$ cat src/design/hierarchical_binomial_bcast_schedule_unit_macros.svh
// ---------------------------------------------------------------------------
// Assertion macros for the binomial broadcast schedule unit
// Shared wrappers for concurrent checks with a synchronous reset.
// ---------------------------------------------------------------------------
`ifndef HIERARCHICAL_BINOMIAL_BCAST_SCHEDULE_UNIT_MACROS_SVH
`define HIERARCHICAL_BINOMIAL_BCAST_SCHEDULE_UNIT_MACROS_SVH

// same-cycle implication, disabled during reset
`define HBBS_ASSERT_NOW(label, clk, rst, ante, cons, msg) \
  label: assert property (@(posedge clk) disable iff (rst) (ante) |-> (cons)) \
    else $error(msg);

// next-cycle implication, disabled during reset
`define HBBS_ASSERT_NEXT(label, clk, rst, ante, cons, msg) \
  label: assert property (@(posedge clk) disable iff (rst) (ante) |=> (cons)) \
    else $error(msg);

`endif

$ cat src/design/hbbs_pkg.sv
// ---------------------------------------------------------------------------
// hbbs_pkg
// Types and constants of the binomial broadcast schedule unit.
// ---------------------------------------------------------------------------
package hbbs_pkg;

  localparam int MAX_RANKS  = 1024;
  localparam int RANK_W     = 10;
  localparam int REG_W      = 11;
  localparam int PROD_W     = 21;

  // configuration register indexes
  localparam logic REG_COMM_SIZE  = 1'b0;
  localparam logic REG_GROUP_SIZE = 1'b1;

  // action codes
  localparam logic OP_RECV = 1'b0;
  localparam logic OP_SEND = 1'b1;

  // phase codes
  localparam logic [1:0] PH_ROOT  = 2'd0;
  localparam logic [1:0] PH_INTER = 2'd1;
  localparam logic [1:0] PH_INTRA = 2'd2;

  typedef struct packed {
    logic [RANK_W-1:0] rank;
    logic [RANK_W-1:0] root;
  } item_t;

  typedef struct packed {
    logic              op;
    logic [RANK_W-1:0] peer;
    logic [1:0]        phase;
    logic              is_last;
  } result_t;

  // zero reads as one, oversize saturates at MAX_RANKS
  function automatic logic [REG_W-1:0] clamp_reg(input logic [REG_W-1:0] v);
    logic [REG_W-1:0] r;
    if (v == '0) begin
      r = REG_W'(1);
    end else if (v > REG_W'(MAX_RANKS)) begin
      r = REG_W'(MAX_RANKS);
    end else begin
      r = v;
    end
    return r;
  endfunction

endpackage

$ cat src/design/hierarchical_binomial_bcast_schedule_unit.sv
// ---------------------------------------------------------------------------
// hierarchical_binomial_bcast_schedule_unit
// Emits one rank's receive/send schedule for a two-level binomial broadcast.
// ---------------------------------------------------------------------------
//  channel   dir  handshake                    payload
//  item      in   item_valid / item_ready      item_t   {rank, root}
//  result    out  result_valid / result_ready  result_t {op, peer, phase, is_last}
//  cfg       in   cfg_we (no wait)             cfg_index, cfg_data
//
//  A transaction passes through accept, division, setup, binomial mask
//  stepping over the tree levels and flush. The pace is set by the shared
//  1-bit-per-cycle divider (two 11-step passes) and the single shift/add
//  unit stepping the binomial masks.
//  item_ready is high only in idle. A stalled result stalls the sequencer
//  when a new action must be staged. Reset is synchronous and clears control.
// ---------------------------------------------------------------------------
`include "hierarchical_binomial_bcast_schedule_unit_macros.svh"

module hierarchical_binomial_bcast_schedule_unit
  import hbbs_pkg::*;
(
  input  logic             clk,
  input  logic             rst,
  input  logic             item_valid,
  output logic             item_ready,
  input  item_t            item,
  output logic             result_valid,
  input  logic             result_ready,
  output result_t          result,
  input  logic             cfg_we,
  input  logic             cfg_index,
  input  logic [REG_W-1:0] cfg_data
);

  typedef enum logic [2:0] {
    ST_IDLE,
    ST_DIV_RANK,
    ST_DIV_SIZE,
    ST_ROOT,
    ST_TREE_UP,
    ST_TREE_DOWN,
    ST_FLUSH
  } state_t;

  state_t            state;

  // configuration, stored already clamped
  logic [REG_W-1:0]  size_c;
  logic [REG_W-1:0]  g;

  // transaction operands and derived values
  logic [RANK_W-1:0] rank_q;
  logic [RANK_W-1:0] root_q;
  logic [RANK_W-1:0] grp_idx;
  logic [RANK_W-1:0] local_idx;
  logic [REG_W-1:0]  size_quo;
  logic [RANK_W-1:0] size_rem;
  logic [RANK_W-1:0] base;
  logic [REG_W-1:0]  n_groups;
  logic [REG_W-1:0]  grp_len;

  // divider
  logic [REG_W-1:0]  dq;
  logic [REG_W-1:0]  rem;
  logic [3:0]        div_cnt;
  logic [REG_W-1:0]  trial;
  logic              trial_ge;
  logic [REG_W-1:0]  rem_next;
  logic [REG_W-1:0]  dq_next;

  // tree sequencer
  logic [1:0]        cur_phase;
  logic [3:0]        k;
  logic              is_inter;
  logic [REG_W-1:0]  idx;
  logic [REG_W-1:0]  lsize;
  logic [RANK_W-1:0] center;
  logic [3:0]        sh;
  logic [REG_W-1:0]  mask;
  logic [PROD_W-1:0] step;
  logic [PROD_W-1:0] sum_up;
  logic [RANK_W-1:0] diff_dn;
  logic              send_ok;

  // staging of one action so that is_last is known before release
  result_t           hold;
  logic              hold_valid;
  logic              out_free;
  logic              can_push;
  logic              stage_req;
  logic              out_load;
  logic              last_done;

  assign item_ready = (state == ST_IDLE);
  assign out_free   = !result_valid || result_ready;
  assign can_push   = !hold_valid || out_free;
  assign last_done  = result_valid && result_ready && result.is_last;

  // divider step: one quotient bit per cycle
  always_comb begin
    trial    = {rem[REG_W-2:0], dq[REG_W-1]};
    trial_ge = (trial >= g);
    rem_next = trial_ge ? (trial - g) : trial;
    dq_next  = {dq[REG_W-2:0], trial_ge};
  end

  // shared shift/add unit for peer computation
  always_comb begin
    is_inter = (cur_phase == PH_INTER);
    idx      = is_inter ? {1'b0, grp_idx} : {1'b0, local_idx};
    lsize    = is_inter ? n_groups : grp_len;
    center   = is_inter ? base : rank_q;
    sh       = (state == ST_TREE_UP) ? k : (k - 4'd1);
    mask     = REG_W'(1) << sh;
    step     = {{(PROD_W-REG_W){1'b0}}, (is_inter ? g : REG_W'(1))} << sh;
    sum_up   = {{(PROD_W-RANK_W){1'b0}}, center} + step;
    diff_dn  = center - step[RANK_W-1:0];
    send_ok  = (idx < lsize) && (sum_up < {{(PROD_W-REG_W){1'b0}}, size_c});
  end

  // a new action wants the staging slot; the staged one moves out
  always_comb begin
    case (state)
      ST_ROOT:      stage_req = (root_q != '0) && ((rank_q == root_q) || (rank_q == '0));
      ST_TREE_UP:   stage_req = (mask < lsize) && idx[k];
      ST_TREE_DOWN: stage_req = (k != '0) && send_ok;
      default:      stage_req = 1'b0;
    endcase
    out_load = hold_valid && out_free && (stage_req || (state == ST_FLUSH));
  end

  // configuration writes
  always_ff @(posedge clk) begin
    if (rst) begin
      size_c <= REG_W'(1);
      g      <= REG_W'(1);
    end else if (cfg_we) begin
      case (cfg_index)
        REG_COMM_SIZE:  size_c <= clamp_reg(cfg_data);
        REG_GROUP_SIZE: g      <= clamp_reg(cfg_data);
        default:        ;
      endcase
    end
  end

  // sequencer, staging and output register
  always_ff @(posedge clk) begin
    if (rst) begin
      state        <= ST_IDLE;
      hold_valid   <= 1'b0;
      result_valid <= 1'b0;
      div_cnt      <= '0;
      k            <= '0;
      cur_phase    <= PH_INTER;
    end else begin
      // output register: the staged action leaves, marked final on flush
      if (out_load) begin
        result       <= '{op: hold.op, peer: hold.peer, phase: hold.phase,
                          is_last: (state == ST_FLUSH)};
        result_valid <= 1'b1;
      end else if (result_valid && result_ready) begin
        result_valid <= 1'b0;
      end
      case (state)
        ST_IDLE: begin
          if (item_valid) begin
            rank_q  <= item.rank;
            root_q  <= item.root;
            dq      <= {1'b0, item.rank};
            rem     <= '0;
            div_cnt <= '0;
            state   <= ST_DIV_RANK;
          end
        end
        ST_DIV_RANK: begin
          if (div_cnt == 4'(REG_W-1)) begin
            grp_idx   <= dq_next[RANK_W-1:0];
            local_idx <= rem_next[RANK_W-1:0];
            dq        <= size_c;
            rem       <= '0;
            div_cnt   <= '0;
            state     <= ST_DIV_SIZE;
          end else begin
            dq      <= dq_next;
            rem     <= rem_next;
            div_cnt <= div_cnt + 4'd1;
          end
        end
        ST_DIV_SIZE: begin
          dq      <= dq_next;
          rem     <= rem_next;
          div_cnt <= div_cnt + 4'd1;
          if (div_cnt == 4'(REG_W-1)) begin
            size_quo <= dq_next;
            size_rem <= rem_next[RANK_W-1:0];
            state    <= ST_ROOT;
          end
        end
        ST_ROOT: begin
          // derived group geometry; rewritten harmlessly while stalled
          base     <= rank_q - local_idx;
          n_groups <= size_quo + {{(REG_W-1){1'b0}}, (size_rem != '0)};
          if ({1'b0, grp_idx} == size_quo) begin
            grp_len <= size_c - {1'b0, rank_q - local_idx};
          end else begin
            grp_len <= g;
          end
          if ((root_q != '0) && ((rank_q == root_q) || (rank_q == '0))) begin
            if (can_push) begin
              hold.op      <= (rank_q == root_q) ? OP_SEND : OP_RECV;
              hold.peer    <= (rank_q == root_q) ? '0 : root_q;
              hold.phase   <= PH_ROOT;
              hold.is_last <= 1'b0;
              hold_valid   <= 1'b1;
              k            <= '0;
              cur_phase    <= (local_idx == '0) ? PH_INTER : PH_INTRA;
              state        <= ST_TREE_UP;
            end
          end else begin
            k         <= '0;
            cur_phase <= (local_idx == '0) ? PH_INTER : PH_INTRA;
            state     <= ST_TREE_UP;
          end
        end
        ST_TREE_UP: begin
          // search for the parent bit, lowest first
          if (!(mask < lsize)) begin
            state <= ST_TREE_DOWN;
          end else if (idx[k]) begin
            if (can_push) begin
              hold.op      <= OP_RECV;
              hold.peer    <= diff_dn;
              hold.phase   <= cur_phase;
              hold.is_last <= 1'b0;
              hold_valid   <= 1'b1;
              state        <= ST_TREE_DOWN;
            end
          end else begin
            k <= k + 4'd1;
          end
        end
        ST_TREE_DOWN: begin
          // children, highest mask first; k counts remaining masks
          if (k == '0) begin
            if (cur_phase == PH_INTER) begin
              cur_phase <= PH_INTRA;
              state     <= ST_TREE_UP;
            end else begin
              state <= ST_FLUSH;
            end
          end else if (send_ok) begin
            if (can_push) begin
              hold.op      <= OP_SEND;
              hold.peer    <= sum_up[RANK_W-1:0];
              hold.phase   <= cur_phase;
              hold.is_last <= 1'b0;
              hold_valid   <= 1'b1;
              k            <= k - 4'd1;
            end
          end else begin
            k <= k - 4'd1;
          end
        end
        ST_FLUSH: begin
          // release the staged action marked as final
          if (!hold_valid) begin
            state <= ST_IDLE;
          end else if (out_free) begin
            hold_valid <= 1'b0;
            state      <= ST_IDLE;
          end
        end
        default: begin
          state <= ST_IDLE;
        end
      endcase
    end
  end

  // checks
  `HBBS_ASSERT_NOW(a_idle_hold_empty, clk, rst, state == ST_IDLE, !hold_valid, "staged in idle")
  `HBBS_ASSERT_NOW(a_up_mask_range, clk, rst, state == ST_TREE_UP, k <= 4'(REG_W-1), "bad mask")
  `HBBS_ASSERT_NEXT(a_last_drains, clk, rst, last_done, !hold_valid, "staging busy after last")

endmodule

$ cat config.mk
export PLATFORM = sky130hd
export DESIGN_NAME = hierarchical_binomial_bcast_schedule_unit
export DESIGN_NICKNAME = d
export VERILOG_FILES = /design/src/design/hbbs_pkg.sv /design/src/design/hierarchical_binomial_bcast_schedule_unit.sv
export VERILOG_INCLUDE_DIRS = /design/src /design/src/design
export SDC_FILE = /design/constraint.sdc
export NUM_CORES = 1
export LEC_CHECK = 0
export BUFFER_PORTS_ARGS = -buffer_cell sky130_fd_sc_hd__buf_2
export CORE_ASPECT_RATIO = 1.5
export CORE_MARGIN = 2
export CORE_UTILIZATION = 30
export CTS_BUF_LIST = sky130_fd_sc_hd__clkbuf_16
export DETAILED_ROUTE_END_ITERATION = 8
export GPL_TIMING_DRIVEN = 0
export HOLD_SLACK_MARGIN = 0.15
export SYNTH_ARGS = -nofsm -noshare
export SYNTH_HDL_FRONTEND = slang
export SYNTH_SLANG_ARGS = --single-unit
export TNS_END_PERCENT = 50
$ cat constraint.sdc
create_clock -name clk -period 7.7 [get_ports clk]
set_clock_uncertainty 0.05 [all_clocks]
set_input_delay 1.155 -clock clk [delete_from_list [all_inputs] [get_ports clk]]
set_output_delay 1.155 -clock clk [all_outputs]
set_load 0.005 [all_outputs]
==> metrics.txt, run 1 <==
CTS Buf Count 17; Crit-path slowest cell or3_1; Netlist cell types 81; crit path from state[2]; Int Pwr 2.08 mW; largest net degree at the start of global routing 21; worst reg2reg setup slack 0.42 ns; drt total wl 35.2 mm; Syn. warnings 0; vias in the first global route 9185; Synth area leader edfxtp_1; 1st-iter DRT viols 622; top post-synthesis cells by area edfxtp_1 (36%), ha_1 (9.2%), dfxtp_1 (6.4%); asr flop ratio synth 0%; routability cong. 0.960; CP Max Fanout 11; area grow syn2layout 14.2%; CP Launch Type register; worst hold path type reg -> reg; first-pass GRT wire length 52.9 mm; cell area after synthesis 11600 um2; Period minus WS final 7.28 ns; Syn Area/Cell 9.88 um2; count of flip-flops with a built-in enable after synthesis 141; cell depth of the worst flop-to-flop path 29; Reg power frac 38.9%; Synth top area share 36.5%; fraction of layout cells with a size suffix above 1 12.2%; Final nets 1380; Die ar. 40300 um2; max_cap viols 0; Synth Flop Type edfxtp_1; Row Count 88; Hold-fix buffers, CTS 0; final antenna-violating net count 0; post-synth net total 1301; Vias/cell 5.20; Setup crit end result[3]; hpwl dp 28.9 mm; Final Setup Violations 0; placed cell count 1729; number of synthesized register bits 178; status finished clean; GRT Util Overall 17.8%; Arr. time, crit path 7.39 ns; Switch Pwr 1.14 mW; RSZ-0062 raised after global routing no; Starting Density 30.3%; count leader, synth edfxtp_1; chip width 165 um; Post-route DRC 0; sequential-to-total area share from yosys stat 42.9%; Slew headroom 23.3%; H-tree depth 4; Slew Limit Fails 0; Final Hold Slack 0.370 ns; Chip Height 245 um; maximum clock frequency 0.137 GHz; DR WL/cell 20.0 um; Clock Tree Buf Depth 2; TritonCTS clock tree yes; IO Port Bufs 52; CP endpoint kind register; Peak VDD IR 0.121 mV; ant diodes 0; initial antenna violation count 0; grt ovf 0; Largest stage delay, worst path 0.48 ns; root buffer cell clkbuf_16; Final Non-Filler Cells 1761; Comb power frac 34.3%; Commonest cells post-synth edfxtp_1 (141), nand2_1 (98), inv_1 (97); Syn Inst Count 1174; Critical Path RT 7.81 ns; Worst Tran Pin Value 1.15 ns; num ports 53; Clock Latency Late Sink 0.46 ns; Hold Fails Final Rpt 0; worst r2r dst result[3]; Core Footprint 38300 um2; Clock Sinks 178; TritonRoute pass-1 iters 6; period utilization 94.6%; fillers 3923; switching share of power 35.3%; leakage power 5.20 nW; vias post-DR 9152; r2r startpoint state[2]; power share of the clock group 26.8%; crit path kind reg -> reg; Reg clk slew, reported paths 0.07 ns; Finished Core Util 34.6%; pwr dens 243 nW/um2
## state kept, by name, summed over array words and instances (netlist names), 11 cells and up
name      cells
result       14
hold         13
size_quo     11
n_groups     11
dq           11
size_c       11
g            11
grp_len      11
## worst max-delay path, delay by kind of cell, from the launching register on
family	cells	cell delay, ns
XOR/XNOR	1	0.25
AO/OA/AOI/OAI	10	1.97
AND/OR/NAND/NOR	8	1.90
flip-flops	1	0.40
multiplexers	2	0.35
buffers and inverters	5	0.95
adder cells (fa/ha/maj)	3	1.10
## cells in the final DEF, fill, tap and decap left out, drive strengths merged, types with 19 or more instances in the layout
master and count:
a21o 29, a21oi 80, buf 77, clkbuf 53, dfxtp 37, edfxtp 141
ha 85, inv 104, mux2 19, mux2i 33, nand2 98, nor2 89
nor3 24, nor3b 20, nor4 21, o21ai 48, xnor2 35, xor2 30
## kinds of logic (layout without fill, tap and decap cells)
kind of cell	after synthesis	after routing	share of synthesized area [%]
simple gates	358	358	15.6
compound gates	280	280	16.4
flops	178	178	42.9
buf+inv	149	241	5.07
fa+ha+maj	90	90	10.0
xor+xnor	65	65	4.91
mux	54	54	5.14
## worst min path at each step
| stage | startpoint | end | slack, ns | depth (start not counted) |
|---|---|---|---|---|
| after floorplan | hold[10] | result[10] | 0.35 | 0 |
| after global placement | hold[7] | result[7] | 0.35 | 0 |
| after detailed placement | hold[11] | result[11] | 0.35 | 0 |
| after CTS | hold[11] | result[11] | 0.37 | 0 |
| after global routing | hold[3] | result[3] | 0.38 | 0 |
| final | hold[11] | result[11] | 0.37 | 0 |
## cell type report
type	count	area [um2]	area share, %
plain buffers	48	208	1.57
clock buffers	19	475	3.59
clock inverters	13	108	0.813
inverters	98	373	2.82
multi-input cells	847	6130	46.3
flip-flops and latches	178	4980	37.6
well taps	495	619	4.68
repair buffers	63	358	2.70
## power groups by stage
| stage | Clock (mW) | Sequential (mW) | Combinational [mW] |
|---|---|---|---|
| finish | 0.862 | 1.25 | 1.10 |
| global route | 0.914 | 1.26 | 1.22 |
| CTS | 0.879 | 1.25 | 1.10 |
| detailed placement | 0 | 1.27 | 1.09 |
| global placement | 0 | 1.27 | 1.06 |
| floorplan | 0 | 1.23 | 0.797 |
## metal layers
layer | wire length [um] | GRT usage [%]
met1 | 12600 | 17.8
met2 | 18300 | 32.2
met3 | 1220 | 2.62
met4 | 3140 | 14.5
met5 | 0 | 0
## what timing repair did
action	in CTS	in global routing
setup endpoints to repair	29	27
cloned	0	0
setup buffers	0	3
gates resized for setup	7	6
pin swaps	0	1
## per-stage QoR
step	instance area, um2	setup WS, ns	power (mW)	TNS (ns)
after detailed placement	12600	-0.765	2.36	-17.50
after CTS	13200	0.0256	3.23	0
after global routing	13200	0.0210	3.39	0
after floorplan	11600	0.424	2.03	0
after global placement	12500	-2.12	2.34	-43.04
final	13200	0.418	3.22	0
Power figures use the tool's default switching activity.
==> inputs of run 2 (changes only) <==
--- a/config.mk
+++ b/config.mk
@@ -14,6 +14,7 @@
 export DETAILED_ROUTE_END_ITERATION = 8
 export GPL_TIMING_DRIVEN = 0
 export HOLD_SLACK_MARGIN = 0.15
+export RECOVER_POWER = 50
 export SYNTH_ARGS = -nofsm -noshare
 export SYNTH_HDL_FRONTEND = slang
 export SYNTH_SLANG_ARGS = --single-unit
==> run 2 against run 1 <==
Compared with the run above:
- the run now ends with max-capacitance violations, max-slew violations left
- die area unchanged
- flip-flop and latch count unchanged
- worst setup slack improved by 0.0035 ns
- combinational power about the same
- via count increased by 0.52%
- utilization decreased by 0.17 points
- worst hold slack about the same
- maximum frequency about the same
- sequential share of layout area increased by 0.19 points
- routed wire length increased by 0.25%
- clock power about the same
- critical path type unchanged
==> metrics.txt, run 2 (synthesis results as in run 1) <==
H-tree depth 4 (unchanged); hpwl dp 28.9 mm (unchanged); Clock Tree Buf Depth 2 (unchanged); routability cong. 0.960 (unchanged); Vias/cell 5.22 (+0.52%); RSZ-0062 raised after global routing no; CTS Buf Count 17 (unchanged); status finished, violations left; root buffer cell clkbuf_16; chip width 165 um (unchanged); final antenna-violating net count 0 (unchanged); leakage power 5.12 nW (-1.4%); fraction of layout cells with a size suffix above 1 10.3% (-2.0 points); crit path kind reg -> reg; CP Launch Type register; Critical Path RT 7.81 ns (about the same); worst reg2reg setup slack 0.42 ns (about the same); Comb power frac 34.1% (-0.2 points); Starting Density 30.3% (unchanged); Clock Sinks 178 (unchanged); largest net degree at the start of global routing 21 (unchanged); Hold-fix buffers, CTS 0 (unchanged); Slew Limit Fails 8 (+8); switching share of power 35.4% (+0.038 points); 1st-iter DRT viols 587 (-5.6%); Final Setup Violations 0 (unchanged); Total Power 3.21 mW (-0.14%); maximum clock frequency 0.137 GHz (about the same); setup_tns 0 ns (unchanged); CP Max Fanout 11 (unchanged); initial antenna violation count 0 (unchanged); Largest stage delay, worst path 0.48 ns (about the same); failing checks max-capacitance violations, max-slew violations; Crit-path slowest cell or3_1; worst hold path type reg -> reg; Slew headroom -17.1% (-40 points); Die ar. 40300 um2 (unchanged); Hold Crit Depth 0 (unchanged); num ports 53 (unchanged); Core Footprint 38300 um2 (unchanged); TritonRoute pass-1 iters 6 (unchanged); Top Registers result x14, hold x13; most common cell after layout, fill and taps aside edfxtp_1; Int Pwr 2.08 mW (-0.20%); Hold Fails Final Rpt 0 (unchanged); fin worst setup slack 0.422 ns (+0.00354 ns); grt ovf 0 (unchanged); Clock Latency Late Sink 0.46 ns (about the same); Final nets 1380 (unchanged); GRT Util Overall 17.8% (unchanged); Arr. time, crit path 7.39 ns (about the same); CP endpoint kind register; Final Instance Area 13200 um2 (-0.49%); Reg power frac 39.0% (about the same); power share of the clock group 26.9% (about the same); vias in the first global route 9185 (unchanged); drt total wl 35.3 mm (+0.25%); Top reg by flops result; Reg clk slew, reported paths 0.07 ns (about the same); Final Hold Slack 0.370 ns (+0.00000100 ns); ant diodes 0 (unchanged); first-pass GRT wire length 52.9 mm (unchanged); dpl cell area 12600 um2 (unchanged); Worst Tran Pin Value 1.73 ns (+0.582 ns); Switch Pwr 1.14 mW (about the same); vias post-DR 9200 (+0.52%); max reg flops 14 (unchanged); commonest non-fill, non-tap cells in the layout edfxtp_1 (141), nand2_1 (98), inv_1 (97); pwr dens 244 nW/um2 (+0.36%); cell depth of the worst flop-to-flop path 29 (unchanged); hold path endpoint result[11]; r2r startpoint state[2]; Post-route DRC 0 (unchanged); TritonCTS clock tree yes; max_cap viols 2 (+2); period utilization 94.5% (about the same); Period minus WS final 7.28 ns (-0.00354 ns); worst r2r dst result[3]; IO Port Bufs 52 (unchanged); Chip Height 245 um (unchanged); Peak VDD IR 0.121 mV (about the same); Row Count 88 (unchanged); area grow syn2layout 13.6%; DR WL/cell 20.1 um (+0.25%); hold path start hold[11]; pre-CTS setup slack -0.765 ns (unchanged)
-- run 2: cell count changes in the layout (fill, tap and decap cells not counted), moves of 4 or more --
cell,before,now
and2_1,18,14
and2_0,0,4
clkbuf_1,33,55
buf_2,59,41
-- run 2: timing repair --
| item | 4_1_cts | 5_1_grt |
|---|---|---|
| setup endpoints to repair | 29 | 27 |
| buffers inserted | 0 | 3 |
| resized for setup | 7 | 6 |
| pin swaps | 0 | 1 |
-- run 2: worst max-delay path, delay by kind of cell, from the launching register on --
kind	cells	cell delay [ns]
flip-flops	1	0.40
buffers and inverters	5	0.95
AO/OA/AOI/OAI	10	1.97
multiplexers	2	0.35
adder cells (fa/ha/maj)	3	1.10
AND/OR/NAND/NOR	8	1.90
XOR/XNOR	1	0.25
-- run 2: worst max path at each step --
stage | endpoint | from | depth (start not counted)
after floorplan | result[0] | state[2] | 29
after global placement | result[5] | state[2] | 29
after detailed placement | result[5] | state[2] | 30
after CTS | result[5] | state[2] | 30
after global routing | result[3] | state[0] | 29
final | result[3] | state[2] | 29
-- run 2: layer usage --
metal | up-vias | wire length [um] | share of wire, % | global-route usage (%)
met3 | 112 | 1210 | 3.4 | 2.62
met2 | 269 | 18300 | 52 | 32.2
met5 | - | 0 | 0 | 0
li1 | 4445 | - | - | -
met4 | 0 | 3170 | 9.0 | 14.5
met1 | 4374 | 12600 | 36 | 17.8
-- run 2: layout make-up --
class                      count  area, um2
buffer                        48        208
clock buffer                  19        475
clock inverter                13        108
fill                        3938      25100
inverter                      98        373
multi-input combinational    847       6110
sequential                   178       4980
tap                          495        619
timing repair buffer          63        313
-- run 2: per-stage QoR --
stage | util [%] | std cells
6_report | 34.4 | 1761
5_1_grt | 34.4 | 1761
4_1_cts | 34.5 | 1760
3_5_place_dp | 32.8 | 1729
3_3_place_gp | 32.6 | 1721
2_1_floorplan | - | 1174
-- run 2: power groups by stage --
| stage | clock, mW | combinational, mW | sequential (mW) |
|---|---|---|---|
| after detailed placement | 0 | 1.09 | 1.27 |
| after floorplan | 0 | 0.797 | 1.23 |
| after global placement | 0 | 1.06 | 1.27 |
| after CTS | 0.879 | 1.10 | 1.25 |
| final | 0.863 | 1.10 | 1.25 |
| after global routing | 0.914 | 1.21 | 1.26 |
